[config.mk]
export PLATFORM = sky130hd
export DESIGN_NAME = wildcard_name_matcher
export DESIGN_NICKNAME = d
export VERILOG_FILES = /design/src/rtl/core/wnm_pkg.sv /design/src/rtl/core/wnm_cell.sv /design/src/rtl/core/wnm_out_buf.sv /design/src/rtl/core/wildcard_name_matcher.sv
export SDC_FILE = /design/constraint.sdc
export NUM_CORES = 1
export LEC_CHECK = 0
export ABC_AREA = 1
export ABC_CLOCK_PERIOD_IN_PS = 7500
export BUFFER_PORTS_ARGS = -buffer_cell sky130_fd_sc_hd__buf_2
export CAP_MARGIN = 20
export CORE_MARGIN = 2
export CORE_UTILIZATION = 40
export DETAILED_ROUTE_END_ITERATION = 10
export SYNTH_ARGS = -nofsm -noshare
export SYNTH_HDL_FRONTEND = slang
export SYNTH_SLANG_ARGS = --single-unit
[constraint.sdc]
create_clock -name clock -period 7.5 [get_ports clock]
set_clock_uncertainty 0.1 [all_clocks]
set_input_delay 1.5 -clock clock [delete_from_list [all_inputs] [get_ports clock]]
set_output_delay 1.5 -clock clock [all_outputs]
set_load 0.005 [all_outputs]
[src/rtl/core/wnm_pkg.sv]
// Shared types, character codes and register indexes for the wildcard name matcher.
// No dependencies; imported by every module under rtl/core.
package wnm_pkg;

   localparam int CSR_INDEX_W = 3;
   localparam int CSR_DATA_W  = 64;
   localparam int CHAR_W      = 8;
   localparam int LEN_REG_W   = 6;

   localparam logic [CSR_INDEX_W-1:0] CSR_PATTERN_BASE = 3'd0;
   localparam logic [CSR_INDEX_W-1:0] CSR_PATTERN_LEN  = 3'd4;

   localparam logic [CHAR_W-1:0] CHAR_STAR       = 8'h2A;
   localparam logic [CHAR_W-1:0] CHAR_SPACE      = 8'h20;
   localparam logic [CHAR_W-1:0] CHAR_UNDERSCORE = 8'h5F;
   localparam logic [CHAR_W-1:0] CHAR_UPPER_A    = 8'h41;
   localparam logic [CHAR_W-1:0] CHAR_UPPER_Z    = 8'h5A;
   localparam logic [CHAR_W-1:0] CASE_OFFSET     = 8'h20;

   // Per-transaction control broadcast to every cell.
   typedef struct packed {
      logic              apply;
      logic              restart;
      logic [CHAR_W-1:0] subj_char;
   } cell_ctl_type;

   // Signals handed from one cell to the next.
   typedef struct packed {
      logic keep;
      logic carry;
      logic match;
      logic spread;
   } cell_link_type;

   function automatic logic [CHAR_W-1:0] fold_case(input logic [CHAR_W-1:0] c);
      logic [CHAR_W-1:0] r;
      r = c;
      if (c >= CHAR_UPPER_A && c <= CHAR_UPPER_Z) begin
         r = c + CASE_OFFSET;
      end
      return r;
   endfunction

   function automatic logic char_match(input logic [CHAR_W-1:0] p, input logic [CHAR_W-1:0] c);
      logic r;
      if (p == CHAR_SPACE || p == CHAR_UNDERSCORE) begin
         r = (c == CHAR_SPACE) || (c == CHAR_UNDERSCORE);
      end else begin
         r = (fold_case(p) == fold_case(c));
      end
      return r;
   endfunction

endpackage

[src/rtl/core/wnm_cell.sv]
// One pattern position of the matcher: holds its reached bit, widens it across '*'
// under the current pattern, advances it on a subject character and widens again.
// Depends on wnm_pkg.
module wnm_cell
   import wnm_pkg::*;
#(
   parameter logic RESET_BIT = 1'b0
) (
   input  logic              clock,
   input  logic              reset,
   input  cell_ctl_type      ctl,
   input  logic [CHAR_W-1:0] pat_char,
   input  logic              active,
   input  cell_link_type     link_in,
   output cell_link_type     link_out,
   output logic              pre_bit,
   output logic              wide_bit
);

   logic state_ff;
   logic state_in;
   logic star;
   logic hit;
   logic pre;
   logic adv;

   assign star = (pat_char == CHAR_STAR);
   assign hit  = char_match(pat_char, ctl.subj_char);

   // Stored bit widened under the pattern as it stands now.
   assign pre = link_in.keep & (state_ff | link_in.spread);

   // A star position keeps its own bit; a matching position passes it right.
   assign adv      = (pre & star & active) | link_in.match;
   assign wide_bit = link_in.keep & (adv | link_in.carry);
   assign state_in = ctl.restart ? RESET_BIT : (ctl.apply ? wide_bit : state_ff);

   assign link_out.keep   = active;
   assign link_out.carry  = wide_bit & star & active;
   assign link_out.match  = pre & active & ~star & hit;
   assign link_out.spread = pre & star & active;

   assign pre_bit = pre;

   always_ff @(posedge clock) begin
      if (reset) begin
         state_ff <= RESET_BIT;
      end else begin
         state_ff <= state_in;
      end
   end

endmodule

[src/rtl/core/wnm_out_buf.sv]
// Result register with a skid entry so the input side keeps moving while a
// result waits. Depends on wnm_pkg for house conventions only.
module wnm_out_buf
   import wnm_pkg::*;
(
   input  logic clock,
   input  logic reset,
   input  logic in_valid,
   input  logic in_matched,
   input  logic rsp_stall,
   output logic rsp_valid,
   output logic rsp_matched,
   output logic full
);

   logic out_valid_ff;
   logic out_matched_ff;
   logic skid_valid_ff;
   logic skid_matched_ff;
   logic drain;

   assign drain       = ~out_valid_ff | ~rsp_stall;
   assign rsp_valid   = out_valid_ff;
   assign rsp_matched = out_matched_ff;
   assign full        = skid_valid_ff;

   always_ff @(posedge clock) begin
      if (reset) begin
         out_valid_ff  <= 1'b0;
         skid_valid_ff <= 1'b0;
      end else if (drain) begin
         if (skid_valid_ff) begin
            out_valid_ff  <= 1'b1;
            skid_valid_ff <= 1'b0;
         end else begin
            out_valid_ff <= in_valid;
         end
      end else if (in_valid) begin
         skid_valid_ff <= 1'b1;
      end
   end

   always_ff @(posedge clock) begin
      if (drain) begin
         out_matched_ff <= skid_valid_ff ? skid_matched_ff : in_matched;
      end
      if (!drain && in_valid) begin
         skid_matched_ff <= in_matched;
      end
   end

endmodule

[src/rtl/core/wildcard_name_matcher.sv]
// Wildcard name matcher top level: configuration registers, cell chain, result buffer.
// Depends on wnm_pkg, wnm_cell and wnm_out_buf.
//
// Usage: write the pattern bytes (csr index 0..3, eight bytes each, lowest byte
// first) and the pattern length (index 4) through the csr port while no
// transaction is in flight; a string may be left open across the writes.
// Stream subject bytes on the req channel, one per transaction,
// with req_last_char on the final byte, or one transaction with
// req_empty_subject set for an empty string. Each string end yields one rsp
// transaction whose rsp_matched tells whether the whole string matched.
// Throughput is one subject byte per cycle while req_stall is low; the result is
// registered (in the skid entry if rsp stalls). The rate is set by the reached-bit
// update: the stored bits are widened under the current pattern, advanced on
// the byte and widened again, each pass rippling across one cell per position.
// Register writes never stall the req channel.
// Reset clears the pattern, sets length zero and restarts the position vector.
// When rsp is stalled, one more result is held in a skid entry; req_stall then
// rises until the result register drains.
module wildcard_name_matcher
   import wnm_pkg::*;
#(
   parameter int PATTERN_MAX = 32
) (
   input  logic                   clock,
   input  logic                   reset,
   input  logic                   req_valid,
   output logic                   req_stall,
   input  logic [CHAR_W-1:0]      req_subject_char,
   input  logic                   req_last_char,
   input  logic                   req_empty_subject,
   output logic                   rsp_valid,
   input  logic                   rsp_stall,
   output logic                   rsp_matched,
   input  logic                   csr_write_en,
   input  logic [CSR_INDEX_W-1:0] csr_index,
   input  logic [CSR_DATA_W-1:0]  csr_wdata
);

   localparam int LEN_W = $clog2(PATTERN_MAX + 1);
   localparam int BYTES_PER_REG = CSR_DATA_W / CHAR_W;
   localparam logic [LEN_REG_W-1:0] MAX_LEN = LEN_REG_W'(PATTERN_MAX);

   logic [CHAR_W-1:0]    pat_ff [PATTERN_MAX];
   logic [LEN_REG_W-1:0] pat_len_ff;
   logic [LEN_W-1:0]     len_eff;
   logic                 accept;
   logic                 finish;
   logic                 result_bit;
   logic                 buf_full;
   cell_ctl_type         ctl;
   cell_link_type        links [PATTERN_MAX + 2];
   logic [PATTERN_MAX:0] pre_vec;
   logic [PATTERN_MAX:0] wide_vec;

   assign len_eff = (pat_len_ff > MAX_LEN) ? LEN_W'(PATTERN_MAX) : pat_len_ff[LEN_W-1:0];

   assign req_stall = buf_full;
   assign accept    = req_valid & ~req_stall;
   assign finish    = accept & (req_last_char | req_empty_subject);

   assign ctl.apply     = accept & ~req_empty_subject;
   assign ctl.restart   = finish;
   assign ctl.subj_char = req_subject_char;

   assign links[0] = '{keep: 1'b1, carry: 1'b0, match: 1'b0, spread: 1'b0};

   generate
      for (genvar b = 0; b < PATTERN_MAX; b++) begin : g_pat
         localparam int REG_SEL = b / BYTES_PER_REG;
         localparam int LANE    = b % BYTES_PER_REG;
         always_ff @(posedge clock) begin
            if (reset) begin
               pat_ff[b] <= '0;
            end else if (csr_write_en
                         && csr_index == CSR_PATTERN_BASE + CSR_INDEX_W'(REG_SEL)) begin
               pat_ff[b] <= csr_wdata[LANE*CHAR_W +: CHAR_W];
            end
         end

         wnm_cell #(
            .RESET_BIT (b == 0)
         ) u_cell (
            .clock    (clock),
            .reset    (reset),
            .ctl      (ctl),
            .pat_char (pat_ff[b]),
            .active   (LEN_W'(b) < len_eff),
            .link_in  (links[b]),
            .link_out (links[b+1]),
            .pre_bit  (pre_vec[b]),
            .wide_bit (wide_vec[b])
         );
      end
   endgenerate

   // Final position: reached means the whole pattern is consumed.
   wnm_cell #(
      .RESET_BIT (1'b0)
   ) u_tail (
      .clock    (clock),
      .reset    (reset),
      .ctl      (ctl),
      .pat_char ('0),
      .active   (1'b0),
      .link_in  (links[PATTERN_MAX]),
      .link_out (links[PATTERN_MAX+1]),
      .pre_bit  (pre_vec[PATTERN_MAX]),
      .wide_bit (wide_vec[PATTERN_MAX])
   );

   assign result_bit = req_empty_subject ? pre_vec[len_eff] : wide_vec[len_eff];

   always_ff @(posedge clock) begin
      if (reset) begin
         pat_len_ff <= '0;
      end else if (csr_write_en && csr_index == CSR_PATTERN_LEN) begin
         pat_len_ff <= csr_wdata[LEN_REG_W-1:0];
      end
   end

   wnm_out_buf u_out_buf (
      .clock       (clock),
      .reset       (reset),
      .in_valid    (finish),
      .in_matched  (result_bit),
      .rsp_stall   (rsp_stall),
      .rsp_valid   (rsp_valid),
      .rsp_matched (rsp_matched),
      .full        (buf_full)
   );

   a_finish_gives_result: assert property (@(posedge clock) disable iff (reset)
      finish |=> rsp_valid)
      else $error("string end did not produce a result");

   a_stalled_result_held: assert property (@(posedge clock) disable iff (reset)
      rsp_valid && rsp_stall |=> rsp_valid && $stable(rsp_matched))
      else $error("stalled result changed");

   a_skid_behind_output: assert property (@(posedge clock) disable iff (reset)
      buf_full |-> rsp_valid)
      else $error("skid entry occupied with empty result register");

endmodule
# Word level (Yosys, flattened, before mapping)
# Memory sizes are Yosys's and may differ from the RTL's.
# Index checks and enable logic that the tools add are counted.
[totals]
memories = 1
mem_bits_rw = 256
out_inout_bits = 3
register_bits = 43
inputBits = 82
[mem_list]
columns = ["memory", "words", "width", "read_ports", "rd_clocked_by_memory_dff", "wr", "line", "rtl"]
rows = [
  ["pat_ff", 32, 8, 32, 0, 32, "wildcard_name_matcher.sv:43", "logic [CHAR_W-1:0] pat_ff [PATTERN_MAX];"],
]
[classes]
n_lt_le_gt_ge = 100
bitwise_logic = 456
reduce_logical = 76
n_mux = 183
add_sub_neg = 33
eq_ne = 134
[op_table]
columns = ["cell", "count"]
rows = [
  ["$mux W8", 129],
  ["$eq A8 B6 Y1 const B", 65],
  ["$and A1 B1 Y1", 291],
  ["$add A8 B6 Y8 const B", 33],
  ["$eq A8 B7 Y1 const B", 33],
  ["$ge A8 B7 Y1 const B", 33],
  ["$le A8 B7 Y1 const B", 33],
  ["$eq A8 B8 Y1", 32],
  ["$or A1 B1 Y1", 129],
  ["$lt A5 B6 Y1 const A", 16],
  ["$mux W1", 51],
  ["$lt A4 B6 Y1 const A", 8],
  ["$logic_and A1 B1 Y1", 39],
  ["$not A1 Y1", 36],
  ["$logic_or A1 B1 Y1", 33],
  ["$lt A3 B6 Y1 const A", 4],
  ["$bmux W1 S6", 2],
  ["$lt A1 B6 Y1 const A", 2],
  ["$lt A2 B6 Y1 const A", 2],
  ["$lt A6 B7 Y1 const B", 1],
  ["$eq A3 B2 Y1 const B", 2],
  ["$gt A6 B6 Y1 const B", 1],
  ["$mux W6", 1],
  ["$reduce_or A2 Y1", 2],
  ["4 further kinds", 4],
]

# Logic depth before layout (Yosys ltp)
# Gate-level depths: netlist of run 1.
[logic_depth]
ltp_word = 139
mapped_depth = 83

# Hierarchy
# From an unflattened synthesis of run 1, not the netlist that was laid out.
[unflattened]
hier_cells = 4455
hier_area_um2 = 29209.3
[by_module_without_submodules]
columns = ["module", "area_per_inst_um2", "cells_each", "n_inst"]
rows = [
  ["wnm_cell at g_pat[10].u_cell ...", 564.3, 107, 32],
  ["wildcard_name_matcher", 10443.8, 908, 1],
  ["wnm_cell at g_pat[0].u_cell", 559.3, 107, 1],
  ["wnm_out_buf", 148.9, 16, 1],
]

# Least setup slack after synthesis of run 1
# No wires, ideal clock.
[synth_path]
kind = "in2reg"
startpoint = "in req_subject_char[3]"
endpoint = "reg u_out_buf.skid_matched_ff, data pin"
t_required_ps = 7269
arrival_ps = 7688
path_stages = 81
n_path_buf = 2
setup_slack_ps = -418
cell_sequence = "clkbuf_1 > nor2_1 > nand3_1 > nand3_1 > o21ai_0 > buf_2 > clkinv_1 > nand2_1 > nand2_1 > nor2_1 > nand2_1 > nand2_1 > nand2_1 > nand2_1 > nand3_1 > nand2_1 > nand3_1 > nand2_1 > [... 45 more ...] > nand2_1 > nand3_1 > nand2_1 > nand3_1 > nand2_1 > nand3_1 > nand2_1 > nand3_1 > nand2_1 > nand2_1 > a21oi_1 > nand2_1 > nand2_1 > nand2_1 > nand2_1 > nand2_1 > nand2_1 > and2_1"
[synth_between]
elab_chain_len = 137
[synth_lines]
columns = ["element", "line", "rtl"]
rows = [
  ["start: declaration", "wildcard_name_matcher.sv:28", "input logic [CHAR_W-1:0] req_subject_char,"],
  ["$ge A8 B7 Y1 / $le A8 B7 Y1 (equally long branches)", "n/a", ""],
  ["$logic_and A1 B1 Y1", "wnm_pkg.sv:38", "if (c >= CHAR_UPPER_A && c <= CHAR_UPPER_Z) begin"],
  ["$mux W8", "wnm_pkg.sv:38", ""],
  ["$mux W8", "wnm_pkg.sv:46", "if (p == CHAR_SPACE || p == CHAR_UNDERSCORE) begin"],
  ["$eq A8 B8 Y1", "wnm_pkg.sv:49", "r = (fold_case(p) == fold_case(c));"],
  ["$mux W1", "wnm_pkg.sv:46", ""],
  ["$and A1 B1 Y1", "wnm_cell.sv:40", "assign link_out.match = pre & active & ~star & hit;"],
  ["$or A1 B1 Y1", "wnm_cell.sv:34", "assign adv = (pre & star & active) | link_in.match;"],
  ["[... 121 more ...]", "n/a", ""],
  ["$and A1 B1 Y1", "wnm_cell.sv:35", "assign wide_bit = link_in.keep & (adv | link_in.carry);"],
  ["$and A1 B1 Y1 (2 in a row)", "wnm_cell.sv:39", "assign link_out.carry = wide_bit & star & active;"],
  ["$or A1 B1 Y1", "wnm_cell.sv:35", ""],
  ["$and A1 B1 Y1", "wnm_cell.sv:35", ""],
  ["$bmux W1 S6 (*)", "wildcard_name_matcher.sv:111", "assign result_bit = req_empty_subject ? pre_vec[len_eff] : wide_vec[len_eff];"],
  ["$mux W1 (implied by the code) (*)", "wildcard_name_matcher.sv:111", ""],
  ["$mux W1 (*)", "wildcard_name_matcher.sv:111", ""],
  ["via result_bit", "wildcard_name_matcher.sv:48", "logic result_bit;"],
  ["end signal: assignment", "wnm_out_buf.sv:48", "skid_matched_ff <= in_matched;"],
  ["end: declaration", "wnm_out_buf.sv:19", "logic skid_matched_ff;"],
]
# Mark *: on every way through the listed nets, which the timed path passes. The rest lies on a longest branch. The select of a mux whose other input is x is not followed.
# A chain may end at the register's enable or synchronous reset.

==> flow_metrics.env, run 1 <==
export IMPL_n_fill_cell=4896
export IMPL_numCtsBuffers=37
export IMPL_clk_path_buf_depth=3
export IMPL_htree_levels=2
export IMPL_hold_class="reg2reg"
export IMPL_gr_max_usage_layer="met2"
export IMPL_worstPathRequired_ns=7.84
export IMPL_powerDensity_nw_per_um2=168.5
export IMPL_worst_pin_slew_ns=1.071
export IMPL_ys_types=60
export IMPL_grt_antenna_before_repair=0
export IMPL_via_count=21892
export IMPL_worstSkewPairLatency_ns=0.57
export IMPL_fmax_mhz=123.0
export IMPL_period_needed_ns=8.130
export IMPL_die_area_um2=54720
export IMPL_worstPathArrival_ns=8.47
export IMPL_synth_edf_count=258
export IMPL_rsz0062_at_grt="true"
export IMPL_worst_slack_ns=-0.6301
export IMPL_grt_total_usage_pct=28.39
export IMPL_firstDrtPassIters=6
export IMPL_globalRouteOverflowTotal=0
export IMPL_ys_warnings_count=0
export IMPL_antenna_cells=0
export IMPL_die_height_um=233.9
export IMPL_ys_seq_area_share_pct=40.52
export IMPL_cts_sinks=299
export IMPL_start_util_pct=40.32
export IMPL_slew_headroom_pct=28.45
export IMPL_clk_pin_slew_worst_paths_ns=0.07
export IMPL_drive_gt1_share_pct=21.67
export IMPL_syn_inst=2789
export IMPL_crit_fanout=4
export IMPL_first_global_vias=20419
export IMPL_path_depth=73
export IMPL_cp_start_kind="flip-flop"
export IMPL_totalWireLength_um=79110
export IMPL_dp_cells=3773
export IMPL_yosysTopAreaCellShare_pct=36.64
export IMPL_grt_util_met1_pct=37.92
export IMPL_ys_top_cells_by_area="edfxtp_1, nand2_1, nor2_1"
export IMPL_leakagePower_nw=11.66
export IMPL_power_mw=4.493
export IMPL_post_place_ws_ns=-0.7865
export IMPL_drv_cap=0
export IMPL_avgSynthCellArea_um2=7.582
export IMPL_cp_slowest_cell="edfxtp_1"
export IMPL_use_met2_pct=46.39
export IMPL_via_per_inst=5.580
export IMPL_drt_initial_drc_count=2023
export IMPL_crit_buf_inv=2
export IMPL_slowest_delay_ns=0.46
export IMPL_hold_path_depth=2
export IMPL_nets=3323
export IMPL_syn_area_um2=21150
export IMPL_ios=85
export IMPL_portBuffers=84
export IMPL_wire_per_inst_um=20.17
export IMPL_fp_dieW_um=233.9
export IMPL_grt_pass1_wl_um=117900
export IMPL_setup_violations=7
export IMPL_slew_violations=0
export IMPL_rr_worst_depth=73
export IMPL_syn_to_final_growth_pct=26.12
export IMPL_period_share_pct=108.4
export IMPL_cts_tree="done"
export IMPL_antenna_left=0
export IMPL_violations="negative setup slack"
export IMPL_yosys_area_top_type="edfxtp_1"
export IMPL_cts_root_buf="clkbuf_16"
export IMPL_hpwl_um=58420
export IMPL_ys_ff_latch=299
export IMPL_gp_congestion=0.9877
export IMPL_ys_flop_type="edfxtp_1"
export IMPL_drc=0
export IMPL_placementRows=84
export IMPL_path_delay_family="simple AND/OR/NAND/NOR gates"
export IMPL_grt_start_max_net_pins=65
export IMPL_fin_cells=3923
export IMPL_globalRouteMet3Util_pct=3.222
export IMPL_async_flop_share_pct=0
export IMPL_status="finished with violations"
export IMPL_crit_type="reg2reg"
export IMPL_hold_viol=0
export IMPL_endpoint_kind="flip-flop"
export IMPL_core_um2=52450
export IMPL_syn_nets=2904
export IMPL_peakVddDrop_v=0.0001961
## layout by cell type (no fill, tap or decap), types with 13 or more instances in the layout
| cell | netlist | final |
|---|---|---|
| or2_2 | 19 | 19 |
| dfxtp_1 | 41 | 41 |
| o21ai_0 | 162 | 158 |
| nand2_2 | 20 | 35 |
| o221ai_1 | 13 | 13 |
| xor2_1 | 89 | 88 |
| nor2_1 | 421 | 414 |
| nand3_1 | 145 | 124 |
| nand3_2 | 17 | 33 |
| buf_4 | 0 | 370 |
| nor3_1 | 79 | 79 |
| xnor2_1 | 21 | 21 |
| ha_1 | 33 | 32 |
| o2111ai_1 | 31 | 28 |
| nand3_4 | 10 | 15 |
| nand4_1 | 89 | 89 |
| inv_1 | 417 | 413 |
| edfxtp_1 | 258 | 258 |
| nand2_1 | 486 | 461 |
| nand2_4 | 13 | 23 |
| o211ai_1 | 32 | 32 |
| a221oi_1 | 14 | 14 |
| clkbuf_16 | 0 | 38 |
| a22oi_1 | 13 | 13 |
| o22ai_1 | 15 | 15 |
| buf_2 | 6 | 80 |
| a21oi_1 | 103 | 95 |
| nor4_1 | 46 | 45 |
## timing repair
| action | in CTS | in global routing |
|---|---|---|
| hold buffers | 0 | 0 |
| gates resized for setup | 18 | 87 |
| pin swaps | 18 | 74 |
| setup endpoints to repair | 5 | 9 |
| setup buffers | 50 | 34 |
## synth_stat cells (15+ instances only)
library cell  count
a21oi_1         103
clkbuf_1         66
dfxtp_1          41
edfxtp_1        258
ha_1             33
inv_1           417
nand2_1         486
nand2_2          20
nand3_1         145
nand3_2          17
nand4_1          89
nor2_1          421
nor3_1           79
nor4_1           46
o2111ai_1        31
o211ai_1         32
o21ai_0         162
o22ai_1          15
o31ai_1          15
or2_2            19
xnor2_1          21
xor2_1           89
## where the power goes
group	total, mW	internal (mW)	switching [mW]
combinational	0.719	0.255	0.464
clock	1.75	1.00	0.749
sequential	2.02	1.92	0.105
## kinds of logic (layout without fill, tap and decap cells)
group / count (synthesis) / count (layout) / synth area share, %
DFF: 299 / 299 / 40.52
xor gates and xnor gates: 110 / 110 / 4.556
and+or+nand+nor: 1357 / 1357 / 29.37
buffers and inverters: 520 / 966 / 9.301
AOI/OAI and AO/OA: 470 / 470 / 14.31
adders and majority gates: 33 / 33 / 1.953
## worst reg2reg max path, delay by kind of cell (launching register included)
kind	cells	cell delay, ns
AOI/OAI and AO/OA	9	1.38
buffers and inverters	2	0.27
and+or+nand+nor	62	5.81
DFF	1	0.46
## per-layer routing
metal	up-vias	routed length (um)	part of all wire (%)
li1	10342	-	-
met1	10419	33100	42
met2	921	36330	46
met3	210	5913	7.5
met4	0	3764	4.8
met5	-	0	0
## metrics by stage
step | util [%] | TNS [ns] | hold slack [ns] | area (um^2)
finish | 50.85 | -2.488 | 0.3805 | 26670
CTS | 49.72 | -0.4112 | 0.3803 | 26080
global placement | 46.67 | -3.273 | 0.3578 | 24480
floorplan | - | 0 | 0.3454 | 21200
detailed placement | 46.67 | -3.805 | 0.3689 | 24480
global route | 50.85 | -5.968 | 0.4279 | 26670
## sequential cells by signal (all words and copies together), names as in the netlist
name                       flops
g_pat.u_cell.state_ff         32
pat_ff                       256
u_out_buf.full                 1
u_out_buf.skid_matched_ff      1
u_out_buf.rsp_valid            1
u_tail.state_ff                1
pat_len_ff                     6
u_out_buf.rsp_matched          1
## area by class of cell
class	count	area, um^2	area share, %
clock buffer	47	984.7	3.692
clock inverter	19	166.4	0.6240
tap	688	860.8	3.228
sequential	299	8568	32.13
inverter	436	1654	6.202
timing repair buffer	464	3376	12.66
multi-input combinational	1970	11060	41.47
## worst paths after layout
check,start,slack [ns],end
max,pat_ff[0][6],-0.63,u_out_buf.skid_matched_ff
min,g_pat[27].u_cell.state_ff,0.38,g_pat[27].u_cell.state_ff
max reg2reg,pat_ff[0][6],-0.63,u_out_buf.skid_matched_ff
min reg2reg,g_pat[27].u_cell.state_ff,0.38,g_pat[27].u_cell.state_ff
Power figures use the tool's default switching activity.
==> run 2, diff against run 1 <==
--- a/config.mk
+++ b/config.mk
@@ -6,7 +6,7 @@
 export NUM_CORES = 1
 export LEC_CHECK = 0
 export ABC_AREA = 1
-export ABC_CLOCK_PERIOD_IN_PS = 7500
+export ABC_CLOCK_PERIOD_IN_PS = 7300
 export BUFFER_PORTS_ARGS = -buffer_cell sky130_fd_sc_hd__buf_2
 export CAP_MARGIN = 20
 export CORE_MARGIN = 2
==> constraint.sdc (replaced) <==
create_clock -name clock -period 7.3 [get_ports clock]
set_clock_uncertainty 0.1 [all_clocks]
set_input_delay 1.46 -clock clock [delete_from_list [all_inputs] [get_ports clock]]
set_output_delay 1.46 -clock clock [all_outputs]
set_load 0.005 [all_outputs]
==> run 2 against run 1 <==
The run still ends with negative setup slack left. Cell count fell by 0.28%. Combinational power rose by 2.9%. Sequential cell count did not move. First-iteration DRC count fell by 0.74%. Die area did not move. Count of clock-buffer cells in the layout fell by 3. Clock power rose by 16%. Sequential share of layout area barely moved. Worst hold slack improved by 0.0088 ns. Sequential power rose by 2%. Wire length fell by 0.78%. Non-clock buffer count fell by 14.
==> flow_metrics.env, run 2 (same netlist as run 1, synthesis figures left out) <==
export IMPL_die_area_um2=54720
export IMPL_first_global_vias=21004
export IMPL_drv_cap=0
export IMPL_drt_initial_drc_count=2008
export IMPL_clk_pin_slew_worst_paths_ns=0.06
export IMPL_peakVddDrop_v=0.0001323
export IMPL_setup_tns_ns=-1.639
export IMPL_slowest_delay_ns=0.41
export IMPL_hold_class="reg2reg"
export IMPL_hpwl_um=58570
export IMPL_portBuffers=84
export IMPL_intPower_mw=3.471
export IMPL_cp_start_kind="flip-flop"
export IMPL_ios=85
export IMPL_worst_pin_slew_ns=1.056
export IMPL_syn_to_final_growth_pct=25.95
export IMPL_final_common_cell="nand2_1"
export IMPL_final_cell_mix="nand2_1, inv_1, nor2_1"
export IMPL_period_share_pct=107.0
export IMPL_wl_met3_um=6280
export IMPL_utilization_pct=50.78
export IMPL_wire_per_inst_um=20.06
export IMPL_fp_dieW_um=233.9
export IMPL_drt_met1_wl_um=32430
export IMPL_via_count=21881
export IMPL_antenna_left=0
export IMPL_core_um2=52450
export IMPL_via_per_inst=5.593
export IMPL_largest_register_ffs=256
export IMPL_power_mw=4.845
export IMPL_drive_gt1_share_pct=21.18
export IMPL_slew_violations=0
export IMPL_worstPathRequired_ns=7.64
export IMPL_start_util_pct=40.32
export IMPL_top_regs="pat_ff (256), g_pat.u_cell.state_ff (32), pat_len_ff (6)"
export IMPL_period_needed_ns=7.808
export IMPL_register_area_um2=8568
export IMPL_hold_viol=0
export IMPL_cts_sinks=299
export IMPL_endpoint_kind="flip-flop"
export IMPL_gp_congestion=1.014
export IMPL_crit_buf_inv=2
export IMPL_worstSkewPairLatency_ns=0.57
export IMPL_leakagePower_nw=11.65
export IMPL_path_common_cell="nand2_4"
export IMPL_antenna_cells=0
export IMPL_p_sw_mw=1.374
export IMPL_highest_layer="met5"
export IMPL_globalRouteOverflowTotal=0
export IMPL_powerDensity_nw_per_um2=181.9
export IMPL_slew_headroom_pct=28.82
export IMPL_multi_input_area_um2=10980
export IMPL_grt_pass1_wl_um=119000
export IMPL_crit_type="reg2reg"
export IMPL_grt_total_usage_pct=28.53
export IMPL_regMostFlops="pat_ff"
export IMPL_clk_path_buf_depth=3
export IMPL_clockPowerShare_pct=41.9
export IMPL_grt_start_max_net_pins=65
export IMPL_htree_levels=2
export IMPL_numCtsBuffers=38
export IMPL_worst_slack_ns=-0.5076
export IMPL_wl_met2_um=35860
export IMPL_cts_root_buf="clkbuf_16"
export IMPL_die_height_um=233.9
export IMPL_n_fill_cell=4982
export IMPL_cp_slowest_cell="edfxtp_1"
export IMPL_rsz0062_at_grt="true"
export IMPL_totalWireLength_um=78490
export IMPL_drc=0
export IMPL_path_delay_family="simple AND/OR/NAND/NOR gates"
export IMPL_violations="negative setup slack"
export IMPL_hold_buffers=0
export IMPL_grt_antenna_before_repair=2
export IMPL_worstPathArrival_ns=8.15
export IMPL_placementRows=84
export IMPL_p_comb_share_pct=15.3
export IMPL_status="finished with violations"
export IMPL_firstDrtPassIters=6
export IMPL_setup_violations=6
export IMPL_dp_cells=3777
export IMPL_crit_fanout=4
export IMPL_cts_tree="done"
export IMPL_power_frac_seq_pct=42.8
export IMPL_fmax_mhz=128.1
export IMPL_nets=3310
export IMPL_fin_cells=3912
export IMPL_swShare_pct=28.36
## run 2: changes by cell type in the layout (fill, tap and decap cells not counted), sizes merged
cell / change
buf: -16
bufinv: +5
clkinv: -2
inv: +2
clkbuf: -1
clkinvlp: +1
## run 2: worst min-delay path, delay by kind of cell (launching register included)
family             cells  cell delay, ns
DFF                    1            0.32
and+or+nand+nor        1            0.06
AOI/OAI and AO/OA      1            0.06
## run 2: power groups by stage
stage	clock (mW)	combinational [mW]	sequential, mW
global route	2.12	0.812	2.09
global placement	0	0.700	2.10
CTS	2.05	0.721	2.07
floorplan	0	0.417	2.08
detailed placement	0	0.715	2.11
finish	2.03	0.740	2.07
## run 2: area by class of cell
cell class | instances | share of cell area, %
multi-input combinational | 1970 | 41.22
sequential | 299 | 32.17
timing repair buffer | 450 | 12.20
inverter | 436 | 6.224
clock buffer | 44 | 3.772
tap | 688 | 3.232
clock inverter | 25 | 1.179
## run 2: final timing paths
path | from | end | slack (ns) | depth (start not counted)
setup reg to reg | pat_ff[0][7] | u_out_buf.skid_matched_ff | -0.51 | 77
setup / recovery | pat_ff[0][7] | u_out_buf.skid_matched_ff | -0.51 | 77
hold reg to reg | g_pat[26].u_cell.state_ff | g_pat[26].u_cell.state_ff | 0.39 | 2
hold / removal | g_pat[26].u_cell.state_ff | g_pat[26].u_cell.state_ff | 0.39 | 2
## run 2: metal layers
metal  up-vias  global-route usage (%)
li1      10324                       -
met1     10408                   36.63
met2       908                   46.71
met3       239                   5.204
met4         2                   13.13
met5         -                       0
## run 2: stage by stage
step / cell area (um^2) / hold slack, ns / setup slack, ns
after floorplan: 21260 / 0.3454 / -0.1055
after global placement: 24520 / 0.3607 / -0.8283
after detailed placement: 24520 / 0.3829 / -0.9545
after CTS: 26200 / 0.3913 / -0.4053
after global routing: 26630 / 0.4114 / -1.161
final: 26630 / 0.3892 / -0.5076
## run 2: timing repair
| action | in CTS | in global routing |
|---|---|---|
| gates resized for setup | 15 | 67 |
| endpoints found under the setup margin | 6 | 9 |
| pin swaps | 14 | 40 |
| hold endpoints to repair | 0 | 0 |
| buffers inserted | 41 | 28 |
==> run 3, diff against run 2 <==
--- a/config.mk
+++ b/config.mk
@@ -9,9 +9,9 @@
 export ABC_CLOCK_PERIOD_IN_PS = 7300
 export BUFFER_PORTS_ARGS = -buffer_cell sky130_fd_sc_hd__buf_2
 export CAP_MARGIN = 20
-export CORE_MARGIN = 2
 export CORE_UTILIZATION = 40
 export DETAILED_ROUTE_END_ITERATION = 10
+export PLACE_DENSITY = 0.62
 export SYNTH_ARGS = -nofsm -noshare
 export SYNTH_HDL_FRONTEND = slang
 export SYNTH_SLANG_ARGS = --single-unit
==> run 3 against run 2 <==
The flow still finishes with violations (negative setup slack). Critical path depth is 2 lower. Sequential power hardly changed. Total power is 4.1% lower. Critical endpoint unchanged. Largest cell class unchanged. Largest power group unchanged.
==> flow_metrics.env, run 3 (same netlist as run 1, synthesis figures left out) <==
export IMPL_drv_cap=0
export IMPL_antenna_cells=0
export IMPL_period_share_pct=110.3
export IMPL_rr_worst_depth=75
export IMPL_fp_dieW_um=231.9
export IMPL_period_needed_ns=8.051
export IMPL_hold_path_depth=2
export IMPL_leakagePower_nw=11.56
export IMPL_die_area_um2=53790
export IMPL_slowest_delay_ns=0.38
export IMPL_worst_slack_ns=-0.7511
export IMPL_worst_pin_slew_ns=1.111
export IMPL_regMostFlops="pat_ff"
export IMPL_setup_tns_ns=-2.924
export IMPL_worstPathRequired_ns=7.63
export IMPL_cts_tree="done"
export IMPL_status="finished with violations"
export IMPL_crit_fanout=4
export IMPL_gp_congestion=0.9887
export IMPL_cp_start_kind="flip-flop"
export IMPL_clk_path_buf_depth=3
export IMPL_worstSkewPairLatency_ns=0.57
export IMPL_nets=3311
export IMPL_hpwl_um=56480
export IMPL_hold_class="reg2reg"
export IMPL_via_per_inst=5.546
export IMPL_crit_type="reg2reg"
export IMPL_portBuffers=84
export IMPL_die_height_um=231.9
export IMPL_globalRouteOverflowTotal=0
export IMPL_grt_start_max_net_pins=65
export IMPL_power_mw=4.648
export IMPL_grt_total_usage_pct=28.33
export IMPL_core_um2=51820
export IMPL_placementRows=83
export IMPL_antenna_left=0
export IMPL_drc=0
export IMPL_top_regs="pat_ff (256), g_pat.u_cell.state_ff (32), pat_len_ff (6)"
export IMPL_grt_pass1_wl_um=116800
export IMPL_whs_ns=0.3995
export IMPL_setup_violations=7
export IMPL_largest_register_ffs=256
export IMPL_cts_root_buf="clkbuf_16"
export IMPL_worstPathArrival_ns=8.39
export IMPL_path_common_cell="nand2_2"
export IMPL_reg2reg_to="u_out_buf.skid_matched_ff"
export IMPL_first_global_vias=20725
export IMPL_clk_pin_slew_worst_paths_ns=0.06
export IMPL_drive_gt1_share_pct=20.82
export IMPL_cts_sinks=299
export IMPL_peakVddDrop_v=0.0001953
export IMPL_min_to="g_pat[31].u_cell.state_ff"
export IMPL_firstDrtPassIters=6
export IMPL_drt_initial_drc_count=2007
export IMPL_hold_buffers=0
export IMPL_post_place_ws_ns=-1.033
export IMPL_totalWireLength_um=76760
export IMPL_cp_slowest_cell="edfxtp_1"
export IMPL_via_count=21645
export IMPL_powerDensity_nw_per_um2=176.0
export IMPL_slew_violations=0
export IMPL_start_util_pct=40.81
export IMPL_htree_levels=2
export IMPL_timing_rr_start="pat_ff[0][15]"
export IMPL_grt_antenna_before_repair=0
export IMPL_endpoint_kind="flip-flop"
export IMPL_slew_headroom_pct=25.71
export IMPL_rsz0062_at_grt="true"
export IMPL_numCtsBuffers=37
export IMPL_final_cell_mix="nand2_1, nor2_1, inv_1"
export IMPL_hold_path_startpoint="g_pat[31].u_cell.state_ff"
export IMPL_fmax_mhz=124.2
export IMPL_hold_viol=0
export IMPL_wire_per_inst_um=19.67
export IMPL_syn_to_final_growth_pct=24.90
export IMPL_ios=85
export IMPL_rrSetupSlack_ns=-0.75
export IMPL_final_common_cell="nand2_1"
export IMPL_violations="negative setup slack"
-- run 3: cell types whose count changed in the layout (fill, tap and decap cells not counted), sizes merged --
cell,before,now
inv,428,431
buf,447,451
clkinv,20,23
bufinv,7,3
clkinvlp,6,3
clkbuf,47,43
-- run 3: layer usage --
layer | global-route usage [%] | routed length (um) | part of all wire, %
met5 | 0 | 0 | 0
met2 | 47.30 | 35720 | 47
met1 | 36.37 | 32360 | 42
met4 | 12.03 | 3031 | 3.9
met3 | 4.187 | 5652 | 7.4
-- run 3: repair_timing --
action,CTS,global route
pin swaps,17,43
buffers inserted,57,23
resized for setup,22,39
endpoints found under the setup margin,6,10
-- run 3: metrics by stage --
stage / utilization [%] / std cells / area, um^2
floorplan: - / 2789 / 21260
finish: 50.97 / 3903 / 26410
global route: 50.97 / 3903 / 26410
detailed placement: 47.16 / 3760 / 24440
CTS: 50.39 / 3882 / 26110
global placement: 47.16 / 3760 / 24440
-- run 3: worst max path at each step --
stage                                      to                start  slack [ns]  cells past startpoint
global placement        u_out_buf.rsp_matched  req_subject_char[1]       -0.91                     81
global route            u_out_buf.rsp_matched         pat_ff[0][2]       -1.28                     79
finish              u_out_buf.skid_matched_ff        pat_ff[0][15]       -0.75                     75
detailed placement      u_out_buf.rsp_matched  req_subject_char[7]       -1.03                     82
CTS                     u_out_buf.rsp_matched        pat_ff[0][12]       -0.44                     76
floorplan           u_out_buf.skid_matched_ff  req_subject_char[0]       -0.11                     82
-- run 3: power by group --
part | internal (mW) | switching [mW]
combinational | 0.263 | 0.470
clock | 1.05 | 0.793
sequential | 1.97 | 0.106
-- run 3: final cells by class --
| type | instances | area, um^2 |
|---|---|---|
| clock buffers | 42 | 944.7 |
| clock inverters | 24 | 224.0 |
| repair buffers | 452 | 3257 |
| inverters | 436 | 1652 |
| fillers | 4934 | 25410 |
| flip-flops and latches | 299 | 8568 |
| well taps | 680 | 850.8 |
| multi-input cells | 1970 | 10920 |
-- run 3: worst max-delay path, delay by kind of cell (launching register included) --
kind	cells	cell delay (ns)
AND/OR/NAND/NOR	66	6.12
AO/OA/AOI/OAI	6	0.97
flip-flops	1	0.38
buffers and inverters	3	0.31
